--- config.mk ---
export PLATFORM = sky130hd
export DESIGN_NAME = lge_queue
export DESIGN_NICKNAME = d
export VERILOG_FILES = /design/src/lge_pkg.sv /design/src/lge_queue.sv
export SDC_FILE = /design/constraint.sdc
export NUM_CORES = 1
export LEC_CHECK = 0
export ABC_AREA = 1
export BUFFER_PORTS_ARGS = -buffer_cell sky130_fd_sc_hd__buf_4
export CAP_MARGIN = 20
export CORE_MARGIN = 5
export CORE_UTILIZATION = 45
export CTS_BUF_LIST = sky130_fd_sc_hd__clkbuf_4
export DETAILED_ROUTE_END_ITERATION = 7
export GPL_TIMING_DRIVEN = 0
export PLACE_DENSITY = 0.72
export SETUP_SLACK_MARGIN = 0.5
export SYNTH_ARGS = -nofsm -noshare
export SYNTH_HDL_FRONTEND = slang
export SYNTH_SLANG_ARGS = --single-unit
--- constraint.sdc ---
create_clock -name clk_i -period 1.7 [get_ports clk_i]
set_clock_uncertainty 0.15 [all_clocks]
set_input_delay 0.51 -clock clk_i [delete_from_list [all_inputs] [get_ports clk_i]]
set_output_delay 0.51 -clock clk_i [all_outputs]
set_load 0.02 [all_outputs]
--- src/lge_pkg.sv ---
// Shared constants, command codes and types for the life grid engine.
// No dependencies; every other file imports this package.
package lge_pkg;

  localparam int MAX_WIDTH   = 64;
  localparam int MAX_HEIGHT  = 64;
  localparam int CFG_W       = 7;
  localparam int CFG_IDX_W   = 1;
  localparam int CMD_W       = 3;
  localparam int COORD_W     = 6;
  localparam int COL_W       = $clog2(MAX_WIDTH);
  localparam int ROW_W       = $clog2(MAX_HEIGHT);
  localparam int WDIM_W      = $clog2(MAX_WIDTH + 1);
  localparam int HDIM_W      = $clog2(MAX_HEIGHT + 1);
  localparam int QUEUE_DEPTH = 2;
  localparam int QPTR_W      = $clog2(QUEUE_DEPTH);
  localparam int QCNT_W      = $clog2(QUEUE_DEPTH + 1);

  localparam logic [CFG_IDX_W-1:0] REG_GRID_WIDTH  = 1'b0;
  localparam logic [CFG_IDX_W-1:0] REG_GRID_HEIGHT = 1'b1;
  localparam logic [CFG_W-1:0]     GRID_SIZE_RESET = 7'd64;

  localparam logic [CMD_W-1:0] CMD_READ   = 3'd0;
  localparam logic [CMD_W-1:0] CMD_WRITE  = 3'd1;
  localparam logic [CMD_W-1:0] CMD_FILL   = 3'd2;
  localparam logic [CMD_W-1:0] CMD_INVERT = 3'd3;
  localparam logic [CMD_W-1:0] CMD_STEP   = 3'd4;

  typedef enum logic [2:0] {
    OP_NOP,
    OP_READ,
    OP_WRITE,
    OP_FILL,
    OP_INVERT,
    OP_STEP
  } op_e;

  typedef struct packed {
    op_e              op;
    logic [CMD_W-1:0] cmd;
    logic [COL_W-1:0] col;
    logic [ROW_W-1:0] row;
    logic             value;
  } item_t;

  typedef struct packed {
    logic [WDIM_W-1:0] width;
    logic [HDIM_W-1:0] height;
  } dims_t;

  typedef struct packed {
    logic full;
    logic empty;
  } q_status_t;

endpackage

--- src/lge_queue.sv ---
// Short command queue between the front end and the executor.
// Depends on lge_pkg.
module lge_queue import lge_pkg::*; (
  input  logic      clk_i,
  input  logic      rst_ni,
  input  logic      push_i,
  input  item_t     item_i,
  input  logic      pop_i,
  output item_t     item_o,
  output q_status_t status_o
);

  item_t             slot_q [QUEUE_DEPTH];
  logic [QPTR_W-1:0] wr_ptr_q, wr_ptr_d;
  logic [QPTR_W-1:0] rd_ptr_q, rd_ptr_d;
  logic [QCNT_W-1:0] cnt_q, cnt_d;

  function automatic logic [QPTR_W-1:0] ptr_inc(logic [QPTR_W-1:0] p);
    if (p == QPTR_W'(QUEUE_DEPTH - 1)) return '0;
    return p + QPTR_W'(1);
  endfunction

  always_comb begin
    wr_ptr_d = push_i ? ptr_inc(wr_ptr_q) : wr_ptr_q;
    rd_ptr_d = pop_i ? ptr_inc(rd_ptr_q) : rd_ptr_q;
    cnt_d    = cnt_q;
    if (push_i && !pop_i) cnt_d = cnt_q + QCNT_W'(1);
    if (pop_i && !push_i) cnt_d = cnt_q - QCNT_W'(1);
  end

  always_ff @(posedge clk_i or negedge rst_ni) begin
    if (!rst_ni) begin
      wr_ptr_q <= '0;
      rd_ptr_q <= '0;
      cnt_q    <= '0;
    end else begin
      wr_ptr_q <= wr_ptr_d;
      rd_ptr_q <= rd_ptr_d;
      cnt_q    <= cnt_d;
    end
  end

  always_ff @(posedge clk_i) begin
    if (push_i) slot_q[wr_ptr_q] <= item_i;
  end

  assign item_o         = slot_q[rd_ptr_q];
  assign status_o.full  = (cnt_q == QCNT_W'(QUEUE_DEPTH));
  assign status_o.empty = (cnt_q == '0);

endmodule

==> key figures, run 1 <==
Critical path
  – R2R setup slack: 410 ps
  – Most frequent CP cell: buf_6
  – CP endpoint kind: primary output
  – Slowest-stage cell, CP: dfrtp_1
  – Worst setup SP type: register
  – Worst R2R Path Depth: 4
  – Max stage delay on crit path: 390 ps
  – Critical-path cell list: buf_6, buf_8, nand2_1, o21ai_2, buf_6
  – CP Data Required Time: 1040 ps
  – FF-to-FF Start: wr_ptr_q
  – CP arrival: 1330 ps
  – Crit Path Max Fanout: 10
  – R2R Path End: slot_q[1][0]
  – Crit path launch: rd_ptr_q
  – WS Path Type: reg2out

Floorplanning
  – Die height: 71.16 microns
  – Core ar.: 3633 sq um
  – Starting Density: 46.32%
  – Rows: 22
  – I/O pin cnt: 44
  – Die width: 71.16 microns
  – Die ar.: 5063 sq um

Global route
  – Tot GR Track Use: 14.94%
  – Number of global-route vias before repair: 1219
  – Congestion Overflow GR: 0
  – Antenna violations before repair: 0
  – Largest net degree at the start of global routing: 17
  – First-pass GRT wire length: 5.685 mm

Timing
  – Fin crit share: 117.3%
  – RSZ-0062 raised after global routing: true
  – Slew Viols, Final: 0
  – Setup violations, final: 20
  – Final hold violation count: 0
  – Setup TNS: -5119 ps
  – Final min period: 1993 ps
  – Worst slew pin tran: 177.7 ps
  – Fin Hold WS: 195.6 ps
  – Max Clk Rate: 501.7 MHz
  – Final WS setup: -293.3 ps
  – Rel. slew slack: 88.15%

Layout
  – Fin nets: 216
  – Area growth from synthesis to layout: 66.77%
  – Sequential cell area: 1244 sq um
  – Commonest non-fill, non-tap cell in the layout: edfxtp_1
  – # fillers: 225
  – Multi-input logic area: 559.3 sq um
  – Post-Layout Cell Count: 241
  – ANT cells: 0
  – Most frequent cells in the layout: edfxtp_1, buf_6, buf_4, inv_1, o21ai_4
  – Share of cells above drive strength 1: 60.62%

Place
  – GP Congestion: 0.6850
  – Hpwl dp: 2.139 mm
  – Port buffer count: 43
  – Placed insts: 214

Power
  – Static Leak: 1.176 nW
  – PwrDens: 1722 nW/um^2
  – Max VDD drop: 0.9288 mV

Clocking
  – Clock slew at reported path FFs: 110 ps
  – H-Tree Depth: 2
  – Root Buffer: clkbuf_4
  – Skew-Pair Late Insertion Delay: 340 ps
  – CTS tree: yes
  – Sink Count: 42
  – CTS buffer count: 5
  – CTS max path bufs: 2

Logic synthesis
  – Flops & latches, synth: 42
  – Seq/Total Area, Yosys: 73.75%
  – Yosys cell types: 17
  – Yosys warns: 0
  – Synthesized Nets: 147
  – Post-Synthesis Cells: 123
  – Post-Syn Area: 1683 sq um
  – Average size of a mapped cell: 13.68 sq um

Route
  – Vias/cell: 4.643
  – Via count: 1119
  – Number of DRC markers in iteration 0: 28
  – DRT antenna net count: 0
  – Avg WL per Cell: 14.82 microns
  – Final wirelength: 3.571 mm
  – DRC: 0
  – Detailed Routing Iterations Pass 1: 2

Outcome
  – Status: complete, but fails checks
  – Failing checks: setup timing

Min path
  – Hold WC Path Type: in2reg
  – Hold path cells: 1
  – Hold Startpoint: item_i[11]
  – WHS Endpoint: slot_q[1][11]

Flow run
  – Max_cap viols: 0
layer usage:
metal	GRT usage, %	vias up	wire, microns	part of all wire [%]
li1	-	547	-	-
met1	16.13	539	1260	35
met2	27.04	28	2082	58
met3	4.688	5	186	5.2
met4	5.637	0	41	1.1
met5	0	-	0	0
registers in the layout (all words and copies together), names as in the netlist:
signal / count
slot_q: 38
rd_ptr_q: 1
cnt_q: 2
wr_ptr_q: 1
cell type report:
type	count	share of cell area (%)
sequential	42	44.32
timing repair buffer	62	25.23
multi-input combinational	52	19.93
inverter	25	3.923
buffer	4	2.541
tap	48	2.140
clock buffer	6	1.605
clock inverter	2	0.3121
cell families (layout without fill, tap and decap cells):
logic type	count (synthesis)	in the layout	share of synthesized area, %
xor+xnor	3	3	1.562
flops	42	42	73.75
buf+inv	29	99	7.881
fa+ha+maj	1	1	0.7434
compound gates	19	19	7.881
simple gates	29	29	8.178
where the power goes:
group | internal, mW | switching (mW) | total, mW
logic | 1.49 | 1.36 | 2.85
clock network | 0.172 | 0.292 | 0.463
registers | 1.39 | 0.130 | 1.52
worst max-delay path by stage:
stage / cells after the start / end
detailed placement: 3 / slot_q[0][9]
floorplan: 4 / item_o[0]
global route: 5 / item_o[1]
global placement: 3 / slot_q[0][2]
finish: 5 / item_o[1]
CTS: 5 / item_o[2]
synth_stat cells:
| cell | n | area share, % |
|---|---|---|
| nand4_1 | 1 | 0.37 |
| edfxtp_1 | 38 | 68 |
| xnor2_1 | 1 | 0.52 |
| nor2_1 | 3 | 0.67 |
| dfrtp_1 | 4 | 5.9 |
| o21ai_2 | 10 | 5.2 |
| buf_2 | 1 | 0.30 |
| o21ai_0 | 9 | 2.7 |
| ha_1 | 1 | 0.74 |
| xor2_1 | 2 | 1.0 |
| nand2_1 | 14 | 3.1 |
| inv_1 | 25 | 5.6 |
| buf_6 | 1 | 0.67 |
| clkbuf_4 | 1 | 0.45 |
| buf_8 | 1 | 0.89 |
| nand2_2 | 10 | 3.7 |
| nand3_1 | 1 | 0.30 |
per-stage QoR:
stage	util (%)	setup WS (ps)	instance area, sq um	power (mW)
floorplan	-	213.4	1874	2.785
global placement	62.12	-34.59	2257	3.346
detailed placement	62.12	-40.80	2257	3.399
CTS	74.41	-292.3	2704	4.697
global route	77.24	-388.3	2806	5.099
finish	77.24	-293.3	2806	4.833
worst max-delay path, delay by kind of cell (launching register included):
family | cells | cell delay [ps]
flip-flops | 1 | 390
AND/OR/NAND/NOR | 1 | 80
AO/OA/AOI/OAI | 1 | 80
buffers and inverters | 3 | 430
what timing repair did:
action	4_1_cts	5_1_grt
pin swaps	19	2
setup endpoints to repair	59	60
cloned	3	2
endpoints found under the hold margin	4	0
resized for setup	45	7
hold buffers	1	0
buffers inserted	12	1
(Power assumes the default switching activity.)
==> run 2: changes to the inputs <==
clock period = 1.8 ns   (was 1.7 ns; I/O delays follow)
==> run 2 against run 1 <==
- the run still ends with setup timing left
- routed wire length shrank 13%
- core utilization shrank 6.1 points
- sequential cell count is the same
- critical path depth is the same
- sequential share of layout area grew 3.8 points
- register-to-register slack gained 140 ps
- first-iteration DRC count grew 32%
- final cell count shrank 3.7%
- non-clock buffer count shrank 9
- setup slack gained 84 ps
- via count shrank 4.8%
- clock-buffer cell count is the same
- highest routed layer unchanged
==> key figures, run 2 (same netlist as run 1, synthesis figures left out) <==
Outcome
  – Status: complete, but fails checks
  – Failing checks: setup timing

Floorplanning
  – Die height: 71.16 microns (unchanged)
  – Core ar.: 3633 sq um (unchanged)
  – Die ar.: 5063 sq um (unchanged)
  – I/O pin cnt: 44 (unchanged)
  – Die width: 71.16 microns (unchanged)
  – Starting Density: 46.32% (unchanged)
  – Rows: 22 (unchanged)

Clocking
  – CTS tree: yes
  – CTS buffer count: 5 (unchanged)
  – Skew-Pair Late Insertion Delay: 330 ps (about the same)
  – CTS max path bufs: 2 (unchanged)
  – Clock slew at reported path FFs: 110 ps (about the same)
  – H-Tree Depth: 2 (unchanged)
  – Sink Count: 42 (unchanged)
  – Root Buffer: clkbuf_4

Min path
  – Hold Startpoint: item_i[10]
  – WHS Endpoint: slot_q[1][10]
  – Hold path cells: 1 (unchanged)
  – Hold WC Path Type: in2reg

Timing
  – Rel. slew slack: 86.90% (-1.3 points)
  – Setup TNS: -3771 ps (+1348 ps)
  – Setup violations, final: 19 (-5.0%)
  – Final WS setup: -209.3 ps (+84.00 ps)
  – Final min period: 2009 ps
  – Slew Viols, Final: 0 (unchanged)
  – RSZ-0062 raised after global routing: true
  – Fin crit share: 111.6%
  – Max Clk Rate: 497.7 MHz
  – Final hold violation count: 0 (unchanged)
  – Worst slew pin tran: 196.5 ps (+18.79 ps)

Flow run
  – Max_cap viols: 0 (unchanged)

Critical path
  – Buf/Inv on CP: 3 (unchanged)
  – Max stage delay on crit path: 430 ps (+40 ps)
  – Crit Path Max Fanout: 5 (-5)
  – WS Path Type: reg2out
  – Slowest-stage cell, CP: dfrtp_1
  – CP endpoint kind: primary output
  – R2R setup slack: 550 ps (+140 ps)
  – Most frequent CP cell: buf_6
  – Critical path's top delay family: buffers and inverters
  – Worst R2R Path Depth: 2 (-2)
  – CP arrival: 1320 ps (about the same)
  – Worst setup SP type: register
  – R2R Path End: slot_q[0][1]
  – Critical-path cell list: buf_6, buf_12, nand2_4, o21ai_4, buf_6
  – CP Data Required Time: 1110 ps (+70 ps)
  – FF-to-FF Start: wr_ptr_q

Global route
  – Antenna violations before repair: 0 (unchanged)
  – Number of global-route vias before repair: 1185 (-2.8%)
  – First-pass GRT wire length: 5.340 mm (-6.1%)
  – Tot GR Track Use: 14.09% (-0.84 points)
  – Congestion Overflow GR: 0 (unchanged)
  – Largest net degree at the start of global routing: 20 (+3)

Route
  – Final wirelength: 3.120 mm (-13%)
  – DRT antenna net count: 0 (unchanged)
  – DRC: 0 (unchanged)
  – Number of DRC markers in iteration 0: 37 (+32%)
  – Detailed Routing Iterations Pass 1: 4 (+2)
  – Avg WL per Cell: 13.45 microns (-9.2%)
  – Vias/cell: 4.591 (-1.1%)
  – Via count: 1065 (-4.8%)

Place
  – Port buffer count: 43 (unchanged)
  – GP Congestion: 0.7218 (+5.4%)
  – Hpwl dp: 2.145 mm (+0.25%)

Layout
  – Max reg flops: 38 (unchanged)
  – Most frequent cells in the layout: edfxtp_1, buf_4, buf_6, inv_1, nand2_1
  – Biggest register: slot_q
  – Share of cells above drive strength 1: 55.43% (-5.2 points)
  – Fin util: 71.18% (-6.1 points)
  – Commonest non-fill, non-tap cell in the layout: edfxtp_1
  – Fin nets: 207 (-4.2%)
  – Top flop regs: slot_q x38, cnt_q x2
  – ANT cells: 0 (unchanged)
  – Area growth from synthesis to layout: 53.68%

Power
  – Static Leak: 1.090 nW (-7.3%)
  – PwrDens: 1603 nW/um^2 (-6.9%)
  – Max VDD drop: 0.9124 mV (-1.8%)
-- run 2: cell types whose count changed in the layout (fill, tap and decap cells not counted), sizes merged --
cell	before	now
clkbuf	10	7
buf	61	55
-- run 2: layer usage --
layer | vias to the layer above | routed length, microns | track usage (%)
li1 | 525 | - | -
met1 | 509 | 1114 | 13.52
met2 | 29 | 1775 | 26.02
met3 | 2 | 209 | 6.960
met4 | 0 | 21 | 4.384
met5 | - | 0 | 0
-- run 2: area by class of cell --
class | instances | area (sq um)
Buffer | 4 | 52.55
Clock buffer | 6 | 45.04
Clock inverter | 2 | 8.758
Fill cell | 259 | 1047
Inverter | 25 | 110.1
Multi-Input combinational cell | 52 | 534.3
Sequential cell | 42 | 1244
Tap cell | 48 | 60.06
Timing Repair Buffer | 53 | 531.8
-- run 2: where the power goes --
| part | leakage [nW] | internal, mW | switching [mW] |
|---|---|---|---|
| Clock | 0.0331 | 0.162 | 0.267 |
| Sequential | 0.402 | 1.31 | 0.137 |
| Combinational | 0.655 | 1.11 | 1.16 |
| Total | 1.09 | 2.58 | 1.56 |
-- run 2: through the flow --
stage          total power [mW]  setup WS (ps)  std cells  hold WS [ps]  instance area [sq um]
2_1_floorplan             2.627          283.4        123         94.41                   1873
3_3_place_gp              3.153          46.48        214         189.3                   2256
3_5_place_dp              3.203          34.62        214         191.0                   2256
4_1_cts                   4.187         -225.0        232         210.0                   2585
5_1_grt                   4.386         -292.6        232         178.0                   2586
6_report                  4.146         -209.3        232         228.9                   2586
-- run 2: worst max path at each step --
stage             start            to  slack, ps  cells past startpoint
4_1_cts        rd_ptr_q     item_o[4]       -220                      5
3_5_place_dp     push_i  slot_q[0][2]         30                      3
3_3_place_gp     push_i  slot_q[0][2]         50                      3
5_1_grt        rd_ptr_q    item_o[15]       -290                      5
2_1_floorplan  rd_ptr_q     item_o[0]        280                      4
6_report       rd_ptr_q    item_o[15]       -210                      5
-- run 2: timing repair --
item | in CTS | in global routing
gates resized for setup | 38 | 1
setup buffers | 8 | 0
gates cloned | 1 | 0
pin swaps | 11 | 0
endpoints found under the setup margin | 59 | 54
hold buffers | 1 | 0
endpoints found under the hold margin | 4 | 0
