**config.mk**
```make
export PLATFORM = sky130hd
export DESIGN_NAME = lge_front
export DESIGN_NICKNAME = d
export VERILOG_FILES = /design/src/lge_pkg.sv /design/src/lge_front.sv
export SDC_FILE = /design/constraint.sdc
export NUM_CORES = 1
export LEC_CHECK = 0
export CAP_MARGIN = 15
export CORE_MARGIN = 3
export CORE_UTILIZATION = 25
export CTS_BUF_LIST = sky130_fd_sc_hd__clkbuf_4
export CTS_CLUSTER_SIZE = 28
export DETAILED_ROUTE_END_ITERATION = 12
export DONT_BUFFER_PORTS = 1
export GPL_TIMING_DRIVEN = 0
export PLACE_DENSITY = 0.46
export SKIP_CTS_REPAIR_TIMING = 1
export SYNTH_ARGS = -nofsm -noshare
export SYNTH_HDL_FRONTEND = slang
export SYNTH_SLANG_ARGS = --single-unit
```
**constraint.sdc**
```tcl
create_clock -name clk_i -period 9.95 [get_ports clk_i]
set_clock_uncertainty 0.15 [all_clocks]
set_input_delay 2.985 -clock clk_i [delete_from_list [all_inputs] [get_ports clk_i]]
set_output_delay 2.985 -clock clk_i [all_outputs]
set_load 0.01 [all_outputs]
```
**src/lge_pkg.sv**
```systemverilog
// Shared constants, command codes and types for the life grid engine.
// No dependencies; every other file imports this package.
package lge_pkg;

  localparam int MAX_WIDTH   = 64;
  localparam int MAX_HEIGHT  = 64;
  localparam int CFG_W       = 7;
  localparam int CFG_IDX_W   = 1;
  localparam int CMD_W       = 3;
  localparam int COORD_W     = 6;
  localparam int COL_W       = $clog2(MAX_WIDTH);
  localparam int ROW_W       = $clog2(MAX_HEIGHT);
  localparam int WDIM_W      = $clog2(MAX_WIDTH + 1);
  localparam int HDIM_W      = $clog2(MAX_HEIGHT + 1);
  localparam int QUEUE_DEPTH = 2;
  localparam int QPTR_W      = $clog2(QUEUE_DEPTH);
  localparam int QCNT_W      = $clog2(QUEUE_DEPTH + 1);

  localparam logic [CFG_IDX_W-1:0] REG_GRID_WIDTH  = 1'b0;
  localparam logic [CFG_IDX_W-1:0] REG_GRID_HEIGHT = 1'b1;
  localparam logic [CFG_W-1:0]     GRID_SIZE_RESET = 7'd64;

  localparam logic [CMD_W-1:0] CMD_READ   = 3'd0;
  localparam logic [CMD_W-1:0] CMD_WRITE  = 3'd1;
  localparam logic [CMD_W-1:0] CMD_FILL   = 3'd2;
  localparam logic [CMD_W-1:0] CMD_INVERT = 3'd3;
  localparam logic [CMD_W-1:0] CMD_STEP   = 3'd4;

  typedef enum logic [2:0] {
    OP_NOP,
    OP_READ,
    OP_WRITE,
    OP_FILL,
    OP_INVERT,
    OP_STEP
  } op_e;

  typedef struct packed {
    op_e              op;
    logic [CMD_W-1:0] cmd;
    logic [COL_W-1:0] col;
    logic [ROW_W-1:0] row;
    logic             value;
  } item_t;

  typedef struct packed {
    logic [WDIM_W-1:0] width;
    logic [HDIM_W-1:0] height;
  } dims_t;

  typedef struct packed {
    logic full;
    logic empty;
  } q_status_t;

endpackage

```
**src/lge_front.sv**
```systemverilog
// Front end: size registers, command decode and coordinate clamping.
// Depends on lge_pkg; feeds lge_queue.
module lge_front import lge_pkg::*; (
  input  logic                 clk_i,
  input  logic                 rst_ni,
  input  logic                 cfg_we_i,
  input  logic [CFG_IDX_W-1:0] cfg_addr_i,
  input  logic [CFG_W-1:0]     cfg_wdata_i,
  input  logic                 start_i,
  input  logic [CMD_W-1:0]     command_i,
  input  logic [COORD_W-1:0]   col_i,
  input  logic [COORD_W-1:0]   row_i,
  input  logic                 value_i,
  input  q_status_t            q_status_i,
  output logic                 push_o,
  output item_t                item_o,
  output dims_t                dims_o
);

  logic [CFG_W-1:0] width_q, width_d;
  logic [CFG_W-1:0] height_q, height_d;

  always_comb begin
    width_d  = width_q;
    height_d = height_q;
    if (cfg_we_i) begin
      case (cfg_addr_i)
        REG_GRID_WIDTH:  width_d  = cfg_wdata_i;
        REG_GRID_HEIGHT: height_d = cfg_wdata_i;
        default: ;
      endcase
    end
  end

  always_ff @(posedge clk_i or negedge rst_ni) begin
    if (!rst_ni) begin
      width_q  <= GRID_SIZE_RESET;
      height_q <= GRID_SIZE_RESET;
    end else begin
      width_q  <= width_d;
      height_q <= height_d;
    end
  end

  // effective sizes: 0 acts as 1, oversize acts as the built size
  always_comb begin
    int w;
    int h;
    w = int'(width_q);
    h = int'(height_q);
    if (w < 1) w = 1;
    if (w > MAX_WIDTH) w = MAX_WIDTH;
    if (h < 1) h = 1;
    if (h > MAX_HEIGHT) h = MAX_HEIGHT;
    dims_o.width  = WDIM_W'(w);
    dims_o.height = HDIM_W'(h);
  end

  always_comb begin
    int c;
    int r;
    c = int'(col_i);
    r = int'(row_i);
    if (c > int'(dims_o.width) - 1) c = int'(dims_o.width) - 1;
    if (r > int'(dims_o.height) - 1) r = int'(dims_o.height) - 1;
    item_o.cmd   = command_i;
    item_o.col   = COL_W'(c);
    item_o.row   = ROW_W'(r);
    item_o.value = value_i;
    case (command_i)
      CMD_READ:   item_o.op = OP_READ;
      CMD_WRITE:  item_o.op = OP_WRITE;
      CMD_FILL:   item_o.op = OP_FILL;
      CMD_INVERT: item_o.op = OP_INVERT;
      CMD_STEP:   item_o.op = OP_STEP;
      default:    item_o.op = OP_NOP;
    endcase
  end

  assign push_o = start_i && !q_status_i.full;

endmodule

```
==> impl_results.md, run 1 <==
- Pre-antenna DRT Iters: 4
- CP required: 6.82 ns
- Clock Path Buffers: 2
- Port Buffers: 0
- WL/cell: around 13 µm
- Max Freq: ~130 MHz
- Placed Cells: approximately 230
- Worst R2R Path Depth: 2
- HPWL Detailed: about 2600 µm
- CP endpoint kind: primary output
- Post-Syn Nets: 199
- End point of the worst hold path: width_q[4]
- R2R setup slack: around 8.7 ns
- Die Y: ~80 µm
- Seq cells post-synth: 14
- DRC: 0
- Worst vdd ir: a little under 50 µV
- Hold path startpoint: width_q[4]
- Final nets: 204
- Yosys Warn Count: 0
- Most common flop cell mapped by yosys: dfrtp_1
- Critical Path AT: 4.68 ns
- Hold Path Depth: 1
- R2r startpoint: width_q[6]
- Tcrit/Tclk final: a little under 80%
- Layout area overhead: 8.29%
- Unique masters post-synth: 38
- Slew Limit Headroom: a little under three fifths
- CTS sink cnt: 14
- Detail Route Antenna Nets: 0
- Final hold violation count: 0
- Slew Limit Fails: 0
- Grt ovf: 0
- Hold WC Path Type: flop to flop
- # setup viols final: 0
- GR peak layer: met2
- Commonest non-fill, non-tap cells in the layout: 12 x inv_1, 12 x ha_1, 12 x dfrtp_1
- First-pass GRT wire length: around 4700 µm
- Total GRT Usage: a little under a tenth
- Rows: 26
- Die area: 6420 µm²
- Critical path class: input pin to primary output
- Slew @ Worst Pin: roughly 0.63 ns
- R2R Path End: width_q[6]
- Root Driver: clkbuf_4
- RSZ-0062 raised after global routing: no
- Seq/Total Area, Yosys: roughly a quarter
- Finished Layout Cells: between 200 and 250
- Share of post-route cells with drive strength above 1: about 15%
- WHS: around 0.40 ns
- Core ar.: about 5200 µm²
- # Max-Cap Violations: 0
- Vias per cell: between 4 and 5
- Largest net degree at the start of global routing: 15
- Post-synth EDFFs: 0
- FFs w/ async S/R, synth: 100%
- Initial antenna violation count: 0
- DRT iter0 DRCs: 31
- Num CTS Buffers: 3
- Ports: 64
- Pleak: roughly 0.71 nW
- GR Util met1: 11.8%
- Grt met3 use: 3.48%
- Syn Area/Cell: slightly below 9 µm²
- H-tree depth: 1
- Mapped Cells: between 150 and 200
- CP startpoint kind: input pin
- Initial core utilization: between 20% and 30%
- Setup TNS: 0 ns
- WL final: about 3100 µm
- Setup ws final: 2.13 ns
- Post-Syn Area: ~1400 µm²
- Diode count: 0
- Clk_lat worst skew: between 0.2 and 0.3 ns
- Pre-CTS WS: about 2.1 ns
- Vias: roughly 1.1k
- Met2 Usage GRT: between 10% and 20%
- Vias in the first global route: around 1.0k
- Gpl congestion: a little over 0.7
- Pwr dens: roughly 160 nW/µm²
- CP Max Fanout: 5
- Status: finished clean
- Die width: about 80 µm
- Clock period minus worst slack: between 7 and 8 ns
- CTS tree: yes
- Worst-path clk slew: about 0.080 ns
[metal layers]
metal	up-vias	share of wire [%]
met5	-	0
met4	0	0
met3	0	10
met2	44	45
met1	493	45
li1	558	-
[worst max path at each step]
stage,start,endpoint,slack [ns]
floorplan,row_i[5],item_o[1],2.35
global placement,row_i[5],item_o[6],2.10
detailed placement,row_i[5],item_o[6],2.10
CTS,row_i[5],item_o[6],2.10
global route,row_i[5],item_o[3],2.00
finish,row_i[5],item_o[6],2.13
[worst max-delay path: stages]
cell and delay, ns:
ha_1 0.31, and3_1 0.21, a31oi_1 0.16, a221oi_1 0.10
o21ai_1 0.53, mux2i_1 0.38
[cell usage after synthesis (3+ instances only)]
cell type,number,area [µm²]
clkbuf_1,4,15.0
dfrtp_1,12,300
mux2_2,7,78.8
nor2_1,10,37.5
mux2_1,7,78.8
nand2_1,11,41.3
inv_1,12,45.0
a31oi_1,4,25.0
o21a_1,4,30.0
mux2i_1,8,80.1
buf_4,4,30.0
inv_2,4,15.0
ha_1,12,150
o31ai_1,3,22.5
nor2b_1,10,62.6
xnor2_1,4,35.0
and3_1,3,18.8
a21oi_1,11,55.1
[state kept, by name (all words and copies together) (netlist names)]
register,flops
height_q,7
width_q,7
[final cells by class]
class / count / area [µm²]
fillers: 578 / 3720
multi-input cells: 119 / 916
flip-flops and latches: 14 / 353
well taps: 70 / 87.6
inverters: 16 / 60.1
plain buffers: 8 / 45.0
clock buffers: 3 / 22.5
clock inverters: 1 / 3.75
[per-stage QoR]
step                utilization (%)  area [µm²]  power, mW
finish                         28.6        1490      0.235
detailed placement             28.1        1460      0.206
floorplan                         -        1370      0.183
global placement               28.1        1460      0.206
CTS                            28.6        1490      0.239
global route                   28.6        1490      0.256
[cells by family (layout without fill, tap and decap cells)]
kind of cell | after synthesis | after routing | share of synthesized area [%]
muxes | 23 | 23 | 18.4
DFF | 14 | 14 | 25.7
buffers and inverters | 24 | 28 | 7.65
adders and majority gates | 13 | 13 | 11.7
xor gates and xnor gates | 4 | 4 | 2.55
AOI/OAI and AO/OA | 36 | 36 | 17.9
and+or+nand+nor | 43 | 43 | 16.1
[report_power, final]
part / internal [mW] / switching, mW / leakage (nW)
Sequential: 0.0663 / 0.0108 / 0.162
Combinational: 0.0540 / 0.0715 / 0.532
Clock: 0.0145 / 0.0174 / 0.0154
Power figures use the tool's default switching activity.
==> run 2, diff against run 1 <==
--- a/config.mk
+++ b/config.mk
@@ -13,7 +13,7 @@
 export DETAILED_ROUTE_END_ITERATION = 12
 export DONT_BUFFER_PORTS = 1
 export GPL_TIMING_DRIVEN = 0
-export PLACE_DENSITY = 0.46
+export PLACE_DENSITY = 0.48
 export SKIP_CTS_REPAIR_TIMING = 1
 export SYNTH_ARGS = -nofsm -noshare
 export SYNTH_HDL_FRONTEND = slang
==> constraint.sdc (replaced) <==
create_clock -name clk_i -period 6.3 [get_ports clk_i]
set_clock_uncertainty 0.15 [all_clocks]
set_input_delay 1.89 -clock clk_i [delete_from_list [all_inputs] [get_ports clk_i]]
set_output_delay 1.89 -clock clk_i [all_outputs]
set_load 0.01 [all_outputs]
==> run 2 against run 1 <==
Against the previous run: final cell count unchanged; first-iteration DRC count unchanged; count of clock-buffer cells in the layout unchanged; combinational power up 57%; hold slack better by 0.0012 ns; total power up 58%; design area unchanged; sequential share of layout area unchanged; core utilization unchanged; sequential power up 58%; register-to-register slack worse by 3.7 ns; setup slack worse by 1.5 ns.
==> impl_results.md, run 2 (same netlist as run 1, synthesis figures left out) <==
- DRC: 0 (unchanged)
- Core ar.: 5200 µm² (unchanged)
- Initial antenna violation count: 0 (unchanged)
- Slew Limit Headroom: 58.0% (+0.57 points)
- Ports: 64 (unchanged)
- Clk_lat worst skew: 0.28 ns (about the same)
- HPWL Detailed: 2740 µm (+3.4%)
- H-tree depth: 1 (unchanged)
- # Max-Cap Violations: 0 (unchanged)
- Hold Path Depth: 1 (unchanged)
- CP startpoint kind: input pin
- Diode count: 0 (unchanged)
- Die Y: 80.1 µm (unchanged)
- Critical Path AT: 3.61 ns (-1.07 ns)
- Fill cell count: 596 (+3.1%)
- Worst-path clk slew: 0.09 ns (about the same)
- Clock period minus worst slack: between 5 and 6 ns
- DRT iter0 DRCs: 31 (unchanged)
- R2R Path End: width_q[6]
- Vias per cell: 4.70 (-0.91%)
- Critical path class: input pin to primary output
- Root Driver: clkbuf_4
- CP Max Fanout: 5 (unchanged)
- Total power: 0.371 mW (+58%)
- Total GRT Usage: 10.2% (+1.0 points)
- Initial core utilization: 26.4% (unchanged)
- Layout area overhead: 8.29% (unchanged)
- # setup viols final: 0 (unchanged)
- Largest regs: height_q x7, width_q x7
- Final hold violation count: 0 (unchanged)
- Tcrit/Tclk final: 89.6%
- Vias: 1085 (-0.91%)
- Hold path startpoint: width_q[4]
- Pre-antenna DRT Iters: 4 (unchanged)
- Commonest non-fill, non-tap cells in the layout: 12 x inv_1, 12 x ha_1, 12 x dfrtp_1
- Max Freq: approximately 180 MHz
- Die width: 80.1 µm (unchanged)
- Share of post-route cells with drive strength above 1: 14.9% (unchanged)
- Final nets: 204 (unchanged)
- Status: finished clean
- Worst vdd ir: 67.3 µV (+36%)
- First-pass GRT wire length: 5200 µm (+9.6%)
- Grt ovf: 0 (unchanged)
- WL/cell: 13.9 µm (+3.5%)
- Slew @ Worst Pin: 0.626 ns (-0.00848 ns)
- Hold WC Path Type: flop to flop
- CTS tree: yes
- RSZ-0062 raised after global routing: no
- End point of the worst hold path: width_q[4]
- Die area: 6420 µm² (unchanged)
- CP required: 4.26 ns (-2.56 ns)
- Port Buffers: 0 (unchanged)
- Pleak: 0.709 nW (unchanged)
- CTS sink cnt: 14 (unchanged)
- Worst R2R Path Depth: 2 (unchanged)
- WL final: 3210 µm (+3.5%)
- Pwr dens: 249 nW/µm² (+58%)
- Clock Path Buffers: 2 (unchanged)
- Setup TNS: 0 ns (unchanged)
- Gpl congestion: 0.697 (-2.2%)
- Num CTS Buffers: 3 (unchanged)
- R2R setup slack: 5.03 ns (-3.67 ns)
- R2r startpoint: width_q[6]
- Slew Limit Fails: 0 (unchanged)
- CP endpoint kind: primary output
- Detail Route Antenna Nets: 0 (unchanged)
- Largest net degree at the start of global routing: 15 (unchanged)
- Rows: 26 (unchanged)
- Vias in the first global route: 1069 (+3.6%)
-- run 2: cell counts in the layout (fill, tap and decap cells not counted) --
No cell type changed its count.
-- run 2: how the worst max path moves through the flow --
stage	startpoint	to	slack (ns)	cells after the start
floorplan	row_i[5]	item_o[1]	0.89	6
global placement	row_i[5]	item_o[6]	0.65	6
detailed placement	row_i[5]	item_o[6]	0.64	6
CTS	row_i[5]	item_o[6]	0.64	6
global route	height_q[4]	item_o[2]	0.42	12
finish	row_i[5]	item_o[6]	0.65	6
-- run 2: report_power, final --
group	total (mW)	internal (mW)	switching [mW]
clock network	0.0511	0.0229	0.0282
registers	0.122	0.105	0.0170
logic	0.198	0.0850	0.113
-- run 2: final cells by class --
class / instances / area [µm²] / share of cell area, %
Clock inverter: 1 / 3.75 / 0.252
Sequential cell: 14 / 353 / 23.7
Buffer: 8 / 45.0 / 3.03
Clock buffer: 3 / 22.5 / 1.51
Inverter: 16 / 60.1 / 4.04
Multi-Input combinational cell: 119 / 916 / 61.6
Tap cell: 70 / 87.6 / 5.89
-- run 2: worst max-delay path: stages --
cell,delay [ns]
ha_1,0.31
and3_1,0.21
a31oi_1,0.17
a221oi_1,0.10
o21ai_1,0.53
mux2i_1,0.39
-- run 2: layer usage --
layer / vias up / track usage [%] / routed length (µm)
met1: 484 / 13.8 / 1460
li1: 558 / - / -
met5: - / 0 / 0
met2: 39 / 15.2 / 1380
met4: 0 / 2.53 / 29
met3: 4 / 3.92 / 340
-- run 2: stage by stage --
step	instances	hold slack (ns)	utilization, %	cell area, µm²	worst slack [ns]
finish	231	0.399	28.6	1490	0.654
global route	231	0.424	28.6	1490	0.419
CTS	231	0.405	28.6	1490	0.640
detailed placement	227	0.383	28.1	1460	0.645
global placement	227	0.374	28.1	1460	0.653
floorplan	157	0.339	-	1370	0.887
==> run 3, diff against run 2 <==
--- a/config.mk
+++ b/config.mk
@@ -6,7 +6,7 @@
 export NUM_CORES = 1
 export LEC_CHECK = 0
 export CAP_MARGIN = 15
-export CORE_MARGIN = 3
+export CORE_MARGIN = 5
 export CORE_UTILIZATION = 25
 export CTS_BUF_LIST = sky130_fd_sc_hd__clkbuf_4
 export CTS_CLUSTER_SIZE = 28
==> run 3 against run 2 <==
Against the previous run: sequential cell count unchanged; hold slack got worse by 0.0016 ns; register-to-register slack about the same; non-clock buffer count unchanged; fmax increased by 0.99%; largest cell class unchanged; highest routed layer is now met3; first-iteration DRC count decreased by 3.2%.
==> impl_results.md, run 3 (same netlist as run 1, synthesis figures left out) <==
- Pre-antenna DRT Iters: 4 (unchanged)
- Die Y: 84.1 µm (+5.0%)
- CP startpoint kind: input pin
- Slew Limit Fails: 0 (unchanged)
- H-tree depth: 1 (unchanged)
- Initial core utilization: 25.3% (-1.1 points)
- WL/cell: 13.6 µm (-2.5%)
- Die width: 84.1 µm (+5.0%)
- CP required: 4.26 ns (about the same)
- Clock period minus worst slack: 5.59 ns (-0.0552 ns)
- Vias in the first global route: 1103 (+3.2%)
- HPWL Detailed: 2720 µm (-0.82%)
- CTS sink cnt: 14 (unchanged)
- Largest regs: height_q x7, width_q x7
- Vias: 1095 (+0.92%)
- RSZ-0062 raised after global routing: no
- Gpl congestion: 0.680 (-2.5%)
- Slowest CP cell: o21ai_1
- Crit-path cells: ha_1, and3_1, a31oi_1, a221oi_1, o21ai_1, mux2i_1
- Placed Area: 1460 µm² (+0.17%)
- Critical path class: input pin to primary output
- Vias per cell: 4.70 (about the same)
- Initial antenna violation count: 0 (unchanged)
- CTS tree: yes
- Layout area overhead: 8.47%
- Hold WC Path Type: flop to flop
- Detail Route Antenna Nets: 0 (unchanged)
- First-pass GRT wire length: 5460 µm (+4.9%)
- Worst vdd ir: 126 µV (+87%)
- Max Freq: 179 MHz (+0.99%)
- Largest net degree at the start of global routing: 15 (unchanged)
- CP max stage delay: 0.49 ns (-0.04 ns)
- Pre-CTS WS: 0.715 ns (+0.0706 ns)
- Setup ws final: 0.710 ns (+0.0552 ns)
- Slew Limit Headroom: 61.1% (+3.1 points)
- Diode count: 0 (unchanged)
- WHS: 0.398 ns (-0.00162 ns)
- Share of post-route cells with drive strength above 1: 14.9% (unchanged)
- Final nets: 204 (unchanged)
- Critical Path AT: 3.55 ns (-0.06 ns)
- Final hold violation count: 0 (unchanged)
- Worst-path clk slew: 0.08 ns (about the same)
- Ports: 64 (unchanged)
- Total power: 0.371 mW (about the same)
- Tcrit/Tclk final: 88.7% (-0.88 points)
- Clk_lat worst skew: 0.27 ns (about the same)
- CP endpoint kind: primary output
- # setup viols final: 0 (unchanged)
- Total GRT Usage: 9.16% (-1.1 points)
- DRC: 0 (unchanged)
- Grt ovf: 0 (unchanged)
- Clock Path Buffers: 2 (unchanged)
- Fill cell count: 582 (-2.3%)
- Core ar.: 5440 µm² (+4.5%)
- Status: finished clean
- Root Driver: clkbuf_4
- # Max-Cap Violations: 0 (unchanged)
- Cell area after layout: 1490 µm² (+0.17%)
- CP Max Fanout: 5 (unchanged)
- Num CTS Buffers: 3 (unchanged)
- Die area: 7080 µm² (+10%)
- DRT iter0 DRCs: 30 (-3.2%)
- Port Buffers: 0 (unchanged)
- Pwr dens: 249 nW/µm² (-0.24%)
- Slew @ Worst Pin: 0.579 ns (-0.0468 ns)
- Pleak: 0.709 nW (unchanged)
- Setup TNS: 0 ns (unchanged)
- WL final: 3160 µm (-1.7%)
- Commonest non-fill, non-tap cells in the layout: 12 x inv_1, 12 x ha_1, 12 x dfrtp_1
- Rows: 27 (+3.8%)
==> run 3: cell counts in the layout (fill, tap and decap cells not counted) <==
No cell type changed its count.
==> run 3: worst paths after layout <==
path	startpoint	endpoint	slack (ns)	cells past startpoint
max	row_i[5]	item_o[3]	0.71	6
min	width_q[4]	width_q[4]	0.40	1
max reg2reg	width_q[6]	width_q[6]	5.02	2
min reg2reg	width_q[4]	width_q[4]	0.40	1
max in group asynchronous	rst_ni	width_q[6]	4.68	0
min in group asynchronous	rst_ni	width_q[2]	1.15	0
==> run 3: worst max-delay path: cells and delay by family <==
| family | cells | cell delay, ns |
|---|---|---|
| AOI/OAI and AO/OA | 3 | 0.76 |
| adders and majority gates | 1 | 0.31 |
| muxes | 1 | 0.39 |
| and+or+nand+nor | 1 | 0.21 |
==> run 3: routing by layer <==
layer	global-route usage, %	vias to the layer above	routed length (µm)
met5	0	-	0
met4	0.439	0	0
met3	3.93	0	299
met2	14.6	36	1410
met1	12.1	499	1450
li1	-	560	-
==> run 3: power by group <==
group	switching [mW]	total, mW	internal, mW
Combinational	0.114	0.200	0.0856
Sequential	0.0165	0.121	0.105
Clock	0.0266	0.0495	0.0229
Total	0.157	0.371	0.213
==> run 3: area by class of cell <==
| type | instances | area, µm² | share of cell area (%) |
|---|---|---|---|
| Inverter | 16 | 60.1 | 4.03 |
| Tap cell | 72 | 90.1 | 6.05 |
| Clock inverter | 1 | 3.75 | 0.252 |
| Sequential cell | 14 | 353 | 23.7 |
| Buffer | 8 | 45.0 | 3.02 |
| Clock buffer | 3 | 22.5 | 1.51 |
| Multi-Input combinational cell | 119 | 916 | 61.5 |
==> run 3: through the flow <==
| step | util (%) | std cells |
|---|---|---|
| global placement | 26.9 | 229 |
| detailed placement | 26.9 | 229 |
| CTS | 27.4 | 233 |
| finish | 27.4 | 233 |
| global route | 27.4 | 233 |
| floorplan | - | 157 |
